`src/hw/rtl/rxs_ram.sv`:
```
`default_nettype none

module rxs_ram #(
  parameter int WIDTH = 32,
  parameter int DEPTH = 8
) (
  input  logic                     clk,
  input  logic                     we,
  input  logic [$clog2(DEPTH)-1:0] waddr,
  input  logic [WIDTH-1:0]         wdata,
  input  logic [$clog2(DEPTH)-1:0] raddr,
  output logic [WIDTH-1:0]         rdata
);

  logic [WIDTH-1:0] mem [DEPTH];

  always_ff @(posedge clk) begin
    if (we) begin
      mem[waddr] <= wdata;
    end
    rdata <= mem[raddr];
  end

endmodule

`default_nettype wire

```
`config.mk`:
```
export PLATFORM = sky130hd
export DESIGN_NAME = rxs_ram
export DESIGN_NICKNAME = d
export VERILOG_FILES = /design/src/hw/rtl/rxs_ram.sv
export SDC_FILE = /design/constraint.sdc
export NUM_CORES = 1
export LEC_CHECK = 0
export ABC_AREA = 1
export BUFFER_PORTS_ARGS = -buffer_cell sky130_fd_sc_hd__buf_2
export CORE_MARGIN = 5
export CORE_UTILIZATION = 40
export CTS_CLUSTER_DIAMETER = 100
export DETAILED_ROUTE_END_ITERATION = 8
export SETUP_SLACK_MARGIN = 0.3
export SLEW_MARGIN = 20
export SYNTH_ARGS = -nofsm -noshare
export SYNTH_HDL_FRONTEND = slang
export SYNTH_SLANG_ARGS = --single-unit
export TNS_END_PERCENT = 10
```
`constraint.sdc`:
```
create_clock -name clk -period 2.2 [get_ports clk]
set_input_delay 0.22 -clock clk [delete_from_list [all_inputs] [get_ports clk]]
set_output_delay 0.22 -clock clk [all_outputs]
set_load 0.005 [all_outputs]
```
==> impl_metrics.tcl <==
set metrics [dict create \
    status "complete, no violations" \
    syn_avg_cell_area_sq_um 10.3 \
    fillers 2683 \
    hold_viol 0 \
    finalCritPeriodShare_pct 56.9 \
    synth_nets 1196 \
    path_class "reg2out" \
    critPathMaxStageDelay_ps 360 \
    final_cells 1674 \
    grt_pass1_vias 7504 \
    dp_cells 1585 \
    drtPass1Iterations 4 \
    h-tree-depth 1 \
    netlist_instances 1156 \
    critPathMaxFanout 1 \
    cts_buffers 31 \
    grt-ovfl-total 0 \
    tns_ps 0 \
    ys_seq_area_share_pct 70.1 \
    end_kind "output port" \
    clockRootBuffer "clkbuf_16" \
    critPathBufInv 1 \
    via_count 7527 \
    coreArea_sq_mm 0.0295 \
    hold_ws_ps 234 \
    worstPathArrival_ps 1030 \
    drv_slew 0 \
    routedWlPerCell_um 14.8 \
    seqCellArea_sq_mm 0.00833 \
    min_period_ps 1250 \
    hp-class "in2reg" \
    peakVddDrop_v 0.000608 \
    grt_max_degree 129 \
    synth_top_cell_by_area "edfxtp_1" \
    place_congestion 0.716 \
    portBuffers 71 \
    initial_core_util_pct 40.3 \
    cpLargestDelayFamily "flip-flops" \
    drtIter0Drc 441 \
    ys_types 12 \
    pin_count 72 \
    cts_tree "yes" \
    leakagePower_uw 0.00643 \
    ys_seq_elements 288 \
    grt_pass1_wl_mm 39.9 \
    slowest_stage "dfxtp_1" \
    clkSinkCount 288 \
    place_hpwl_mm 13.0 \
    worstMarginPinSlew_ps 633 \
    drc 0 \
    setup_viol 0 \
    fin_nets 1300 \
    rows 63 \
    synth_top_cells_by_area "edfxtp_1 (65%), nand2_1 (13%), inv_1 (8.2%), dfxtp_1 (5.4%), nand3_1 (5.4%)" \
    clk_latency_ps 550 \
    clockBufferDepth 3 \
    drive_gt1_share_pct 11.2 \
    chipWidth_um 182 \
    grt_util_all_layers_pct 15.0 \
    path_clk_slew_ps 60 \
    p_per_area_mw_per_mm2 870 \
    yosys.area.top_type_share_pct 64.7 \
    ctsResizeCount 0 \
    via_per_inst 4.50 \
    multi_input_area_sq_mm 0.00231 \
    fmax_ghz 0.798 \
    path_cells "buf_2" \
    cp-start-kind "flip-flop" \
    area.growth.synth_to_final_pct 18.8 \
    die-height_um 182 \
    yosysWarnings 0 \
    n_antenna_cell 0 \
    relSlewSlack_pct 57.8 \
    maxCapViolCount 0 \
    antenna_found_initial 0 \
    routed_wl_mm 24.8 \
    critPathRequiredTime_ps 1980 \
    fp.dieArea_sq_mm 0.0332 \
    rsz0062_at_grt "false" \
    antenna_left 0 \
    clock-skew-final_ps 11.1 \
    netlist_area_sq_mm 0.0119 \
]
## registers in the layout, summed over array words and instances, names as in the netlist
signal,flops
mem,256
rdata,32
## cells in the final DEF (no fill, tap or decap), types with 10 or more instances in the layout
master         netlist  routed
buf_12               0      12
buf_2               20      70
clkbuf_1             7      10
clkbuf_16            0      31
dfxtp_1             32      32
dlygate4sd3_1        0      32
edfxtp_1           256     256
inv_1              260     260
nand2_1            422     422
nand3_1            128     128
## cell type report
type	instances	area share [%]
Timing Repair Buffer	119	6.73
Clock inverter	12	1.19
Sequential cell	288	59.1
Inverter	262	6.98
Multi-Input combinational cell	558	16.4
Tap cell	390	3.46
Clock buffer	45	6.16
## logic make-up after synthesis
family        share of synthesized area (%)
buf+inv                                10.9
flops                                  70.1
simple gates                           19.0
## stage by stage
| step | total power (uW) | instance area [sq um] | setup WS [ps] | utilization (%) |
|---|---|---|---|---|
| 6_report | 12300 | 14100 | 947 | 47.8 |
| 5_1_grt | 12700 | 14100 | 903 | 47.8 |
| 4_1_cts | 12400 | 14100 | 915 | 47.8 |
| 3_5_place_dp | 7120 | 12700 | 614 | 43.2 |
| 3_3_place_gp | 7100 | 12700 | 633 | 43.2 |
| 2_1_floorplan | 6790 | 11900 | 62.7 | - |
## synth_stat cells
library cell	count
buf_6	11
inv_1	260
buf_2	20
edfxtp_1	256
nand3_1	128
buf_1	5
nor2_1	8
nand2_1	422
clkbuf_1	7
dfxtp_1	32
inv_2	2
buf_4	5
## metal layers
metal | vias to the layer above | global-route usage (%) | wire length (um)
met5 | - | 0 | 0
met4 | 0 | 3.57 | 475
met3 | 31 | 2.23 | 912
met2 | 122 | 26.8 | 12700
met1 | 3583 | 19.3 | 10700
li1 | 3791 | - | -
## power by group
part,total (uW),internal (uW),switching [uW]
clock network,5240,3190,2040
registers,6220,6170,49.5
logic,805,284,522
total,12300,9650,2610
## final timing paths
check | start | end | slack (ps) | cells past startpoint
worst max-delay path | rdata[0]$_DFF_P_ | rdata[0] | 950 | 1
worst min-delay path | waddr[1] | mem[6][18]$_DFFE_PP_ | 230 | 3
worst max register to register | mem[3][5]$_DFFE_PP_ | rdata[5]$_DFF_P_ | 1290 | 6
worst min register to register | mem[1][19]$_DFFE_PP_ | rdata[19]$_DFF_P_ | 620 | 6
## timing repair
| action | CTS | global route |
|---|---|---|
| hold buffers | 32 | 0 |
| hold endpoints to repair | 256 | 0 |
| buffers inserted | 0 | 0 |
(Power assumes the default switching activity.)
