[src/hw/rtl/rxs_pkg.sv]
`default_nettype none

package rxs_pkg;

  localparam int MEM_DEPTH_DEF = 1024;
  localparam int PC_WIDTH_DEF  = 16;
  localparam int NUM_REGS      = 8;
  localparam int OUT_Q_DEPTH   = 4;

  localparam logic [2:0] LINK_REG = 3'd7;

  typedef enum logic [3:0] {
    OP_ADD = 4'd0,
    OP_SUB = 4'd1,
    OP_LSF = 4'd2,
    OP_RSF = 4'd3,
    OP_AND = 4'd4,
    OP_OR  = 4'd5,
    OP_XOR = 4'd6,
    OP_LHI = 4'd7,
    OP_LD  = 4'd8,
    OP_ST  = 4'd9,
    OP_JLT = 4'd10,
    OP_JLE = 4'd11,
    OP_JEQ = 4'd12,
    OP_JNE = 4'd13,
    OP_JIN = 4'd14,
    OP_HLT = 4'd15
  } rxs_op_t;

  typedef struct packed {
    logic [3:0]         req_type;
    logic [2:0]         dest_reg;
    logic [2:0]         src0_reg;
    logic [2:0]         src1_reg;
    logic signed [15:0] immediate;
    logic [15:0]        current_pc;
  } rxs_in_t;

  typedef struct packed {
    logic [15:0]        next_pc;
    logic               jump_taken;
    logic               halted;
    logic               reg_write;
    logic [2:0]         write_index;
    logic signed [31:0] write_value;
  } rxs_out_t;

  // what the execute stage hands to the write-back stage
  typedef struct packed {
    logic        wr;
    logic [2:0]  widx;
    logic [31:0] wval;
    logic        is_ld;
    logic        ld_oob;
    logic [15:0] next_pc;
    logic        taken;
    logic        halt;
  } rxs_wb_t;

endpackage

`default_nettype wire

[src/hw/rtl/rxs_out_fifo.sv]
`default_nettype none

module rxs_out_fifo import rxs_pkg::*; #(
  parameter int DEPTH = OUT_Q_DEPTH
) (
  input  logic                       clk,
  input  logic                       rst_n,
  input  logic                       push,
  input  rxs_out_t                   push_data,
  output logic                       out_valid,
  input  logic                       out_ready,
  output rxs_out_t                   out_data,
  output logic [$clog2(DEPTH+1)-1:0] count
);

  localparam int PW = $clog2(DEPTH);
  localparam int CW = $clog2(DEPTH + 1);

  rxs_out_t        slot [DEPTH];
  logic [PW-1:0]   wr_ptr_r, rd_ptr_r;
  logic [CW-1:0]   count_r;
  logic            pop;

  assign out_valid = (count_r != '0);
  assign out_data  = slot[rd_ptr_r];
  assign pop       = out_valid && out_ready;
  assign count     = count_r;

  always_ff @(posedge clk) begin
    if (push) begin
      slot[wr_ptr_r] <= push_data;
    end
  end

  always_ff @(posedge clk) begin
    if (!rst_n) begin
      wr_ptr_r <= '0;
      rd_ptr_r <= '0;
      count_r  <= '0;
    end else begin
      if (push) begin
        wr_ptr_r <= (wr_ptr_r == PW'(DEPTH - 1)) ? '0 : wr_ptr_r + PW'(1);
      end
      if (pop) begin
        rd_ptr_r <= (rd_ptr_r == PW'(DEPTH - 1)) ? '0 : rd_ptr_r + PW'(1);
      end
      if (push && !pop) begin
        count_r <= count_r + CW'(1);
      end else if (pop && !push) begin
        count_r <= count_r - CW'(1);
      end
    end
  end

endmodule

`default_nettype wire

[config.mk]
export PLATFORM = sky130hd
export DESIGN_NAME = rxs_out_fifo
export DESIGN_NICKNAME = d
export VERILOG_FILES = /design/src/hw/rtl/rxs_pkg.sv /design/src/hw/rtl/rxs_out_fifo.sv
export SDC_FILE = /design/constraint.sdc
export NUM_CORES = 1
export LEC_CHECK = 0
export BUFFER_PORTS_ARGS = -buffer_cell sky130_fd_sc_hd__buf_4
export CAP_MARGIN = 0
export CORE_ASPECT_RATIO = 1.1
export CORE_UTILIZATION = 50
export CTS_CLUSTER_SIZE = 10
export DETAILED_ROUTE_END_ITERATION = 10
export GPL_TIMING_DRIVEN = 0
export PLACE_DENSITY_LB_ADDON = 0.3
export SETUP_SLACK_MARGIN = 0.05
export SLEW_MARGIN = 20
export SYNTH_ARGS = -nofsm -noshare
export SYNTH_HDL_FRONTEND = slang
export SYNTH_SLANG_ARGS = --single-unit
[constraint.sdc]
create_clock -name clk -period 3 [get_ports clk]
set_input_delay 0.15 -clock clk [delete_from_list [all_inputs] [get_ports clk]]
set_output_delay 0.15 -clock clk [all_outputs]
set_load 0.005 [all_outputs]
==> flow_summary.yaml <==
yosys:
  synthXorXnorAreaFrac_pct: 0.211
  syn_area_per_cell_um2: 25.4
  synth_seq_cells: 225
  netlist_area_um2: 8310
  synthCells: 327
  synth_top_family_by_area: "multiplexers"
  synth_compound_area_share_pct: 0.361
  yosysWarnings: 0
  synth_fp_nets: 392
  synthAdderAreaFrac_pct: 1.14
  synth.mux.area_fraction_pct: 15.2
  synth_simple_gate_area_share_pct: 1.05
  synth-seq-area-share_pct: 80.2
  synth_cell_type_count: 23
clock_network:
  cts_sinks: 225
  cts_buffers: 26
  cts_tree: "done"
  clock_latency_ps: 510
  path_clk_slew_ps: 60
  cts_max_level: 1
  clockBufferDepth: 3
  postCtsSetupRepairBufs: 0
  root_buffer: "clkbuf_16"
grt:
  grt_pass1_wl_um: 23000
  grt_usage_pct: 17.7
  antenna_found_initial: 1
  grt_max_degree: 31
  grt.overflow.total: 0
  grt_pass1_vias: 4406
route:
  first_pass_iters: 7
  vias: 3954
  vias_per_cell: 5.24
  drt_iter0_markers: 167
  detail-route-antenna-nets: 0
  drcViolationCount: 14
  wire_per_inst_um: 19.4
  totalWireLength_um: 14700
placed_design:
  port_buffers: 115
  hpwlAfterDp_um: 8580
  dpl_worst_slack_ps: 548
  gp_congestion: 0.685
pwr:
  p_per_area_nw_per_um2: 757
  ir_drop_mv: 0.632
  leakage_nw: 3.76
cells_and_area:
  num-fill-cells: 1067
  multiInputGateArea_um2: 1500
  seq_area_um2: 6670
  drive_gt1_share_pct: 38.7
  fin_util_pct: 66.5
  syn2layout_area_growth_pct: 30.5
  mostFrequentLayoutCells: "edfxtp_1, buf_4, dlygate4sd3_1, mux4_2, clkbuf_16"
  final_common_cell: "edfxtp_1"
  nets: 596
run_status:
  status: "complete, but fails checks"
  violations: "design-rule violations"
timing:
  fmax_mhz: 407
  skew_ps: 10.1
  relSlewSlack_pct: 58.8
  min_period_over_period_pct: 81.8
  rsz0062_at_grt: "no"
  setup_slack_ps: 545
  tightest_slew_ps: 613
  setup_viol: 0
  hold_violations: 0
  drv_slew: 0
  min_period_ps: 2460
worst_setup_path:
  crit_buf_inv: 1
  crit_slowest_cell: "o31ai_1"
  critPathKind: "register to register"
  critPathMaxFanout: 5
  start_kind: "register"
  max_stage_delay_ps: 570
  arrival_ps: 2870
  end_kind: "register"
  critPathRequiredTime_ps: 3420
  crit_family: "compound AO/OA/AOI/OAI gates"
  worstPathCellList: "o31ai_1 > ha_1 > inv_1 > fa_1 > xor2_1 > or3_1 > a21boi_0"
floorplan:
  die_w_um: 125
  initial_utilization_pct: 51.0
  die_height_um: 137
  core-area_um2: 16300
  ios: 116
  die_area_um2: 17100
  rows: 49
min_path:
  hp-class: "input pin to register"
flow_run:
  cap_violations: 0
[final timing paths]
kind | start | endpoint | slack, ps | cells after the start
min reg2reg | rd_ptr_r[0]$_SDFFE_PN0P_ | register | 540 | 2
min | out_ready | register | 110 | 3
max reg2reg | count[0]$_SDFFE_PN0P_ | count[2]$_SDFFE_PN0P_ | 540 | 7
max | count[0]$_SDFFE_PN0P_ | count[2]$_SDFFE_PN0P_ | 540 | 7
[worst min-delay path: cells and delay by family]
family / cells / cell delay [ps]
buffers and inverters: 1 / 110
AOI/OAI and AO/OA: 2 / 290
[power breakdown]
group          total [mW]  leakage [nW]  switching (mW)  internal (mW)
Clock                2.76         0.359            1.10           1.66
Sequential           3.68          2.06          0.0603           3.62
Combinational        1.77          1.34           0.691           1.08
Total                8.21          3.76            1.85           6.36
[final cells by class]
type	instances	area share (%)
Antenna cell	1	0.0231
Buffer	12	1.30
Clock buffer	46	6.89
Clock inverter	1	0.0462
Inverter	3	0.104
Multi-Input combinational cell	87	13.8
Sequential cell	225	61.5
Tap cell	204	2.35
Timing Repair Buffer	176	14.0
[cell usage after synthesis]
cell type / count / area (µm²)
edfxtp_1: 216 / 6490
mux4_2: 50 / 1130
dfxtp_1: 9 / 180
ha_1: 6 / 75.1
and2_1: 5 / 31.3
buf_12: 5 / 100
buf_2: 5 / 25.0
mux4_1: 4 / 105
inv_1: 3 / 11.3
mux2i_1: 3 / 30.0
nor2b_1: 3 / 18.8
o21ai_0: 3 / 15.0
nand2_1: 2 / 7.51
nand3_1: 2 / 10.0
nor2_1: 2 / 7.51
or3_1: 2 / 12.5
a21boi_0: 1 / 7.51
buf_6: 1 / 11.3
clkbuf_2: 1 / 5.00
fa_1: 1 / 20.0
o31ai_1: 1 / 7.51
xnor2_1: 1 / 8.76
xor2_1: 1 / 8.76
[timing repair]
item	CTS	global route
hold endpoints to repair	225	0
resized for setup	0	0
hold buffers	57	0
[per-stage QoR]
stage               total power, mW  instances  setup TNS, ps  hold slack (ps)  area, µm²
global placement               5.44        646         -53240              349       9430
detailed placement             5.48        650              0              353       9520
finish                         8.21        755              0              107      10800
floorplan                      4.74        327              0              249       8310
CTS                            8.31        754              0             91.2      10800
global route                   8.56        755              0              169      10800
[sequential cells by signal, indices dropped and copies added (netlist names), named ones only]
register	cells
wr_ptr_r	2
count	3
slot	216
rd_ptr_r	2
[per-layer routing]
layer | global-route usage, % | vias to the layer above | share of wire (%)
met5 | 0 | - | 0
met4 | 5.08 | 0 | 1.2
met3 | 3.42 | 20 | 4.8
met2 | 30.9 | 111 | 53
met1 | 22.8 | 2015 | 41
li1 | - | 1808 | -
[logic make-up after synthesis]
group,Yosys count
XOR/XNOR,2
flip-flops,225
AO/OA/AOI/OAI,5
buffers and inverters,15
adder cells (fa/ha/maj),7
multiplexers,57
AND/OR/NAND/NOR,16
(Power assumes the default switching activity.)
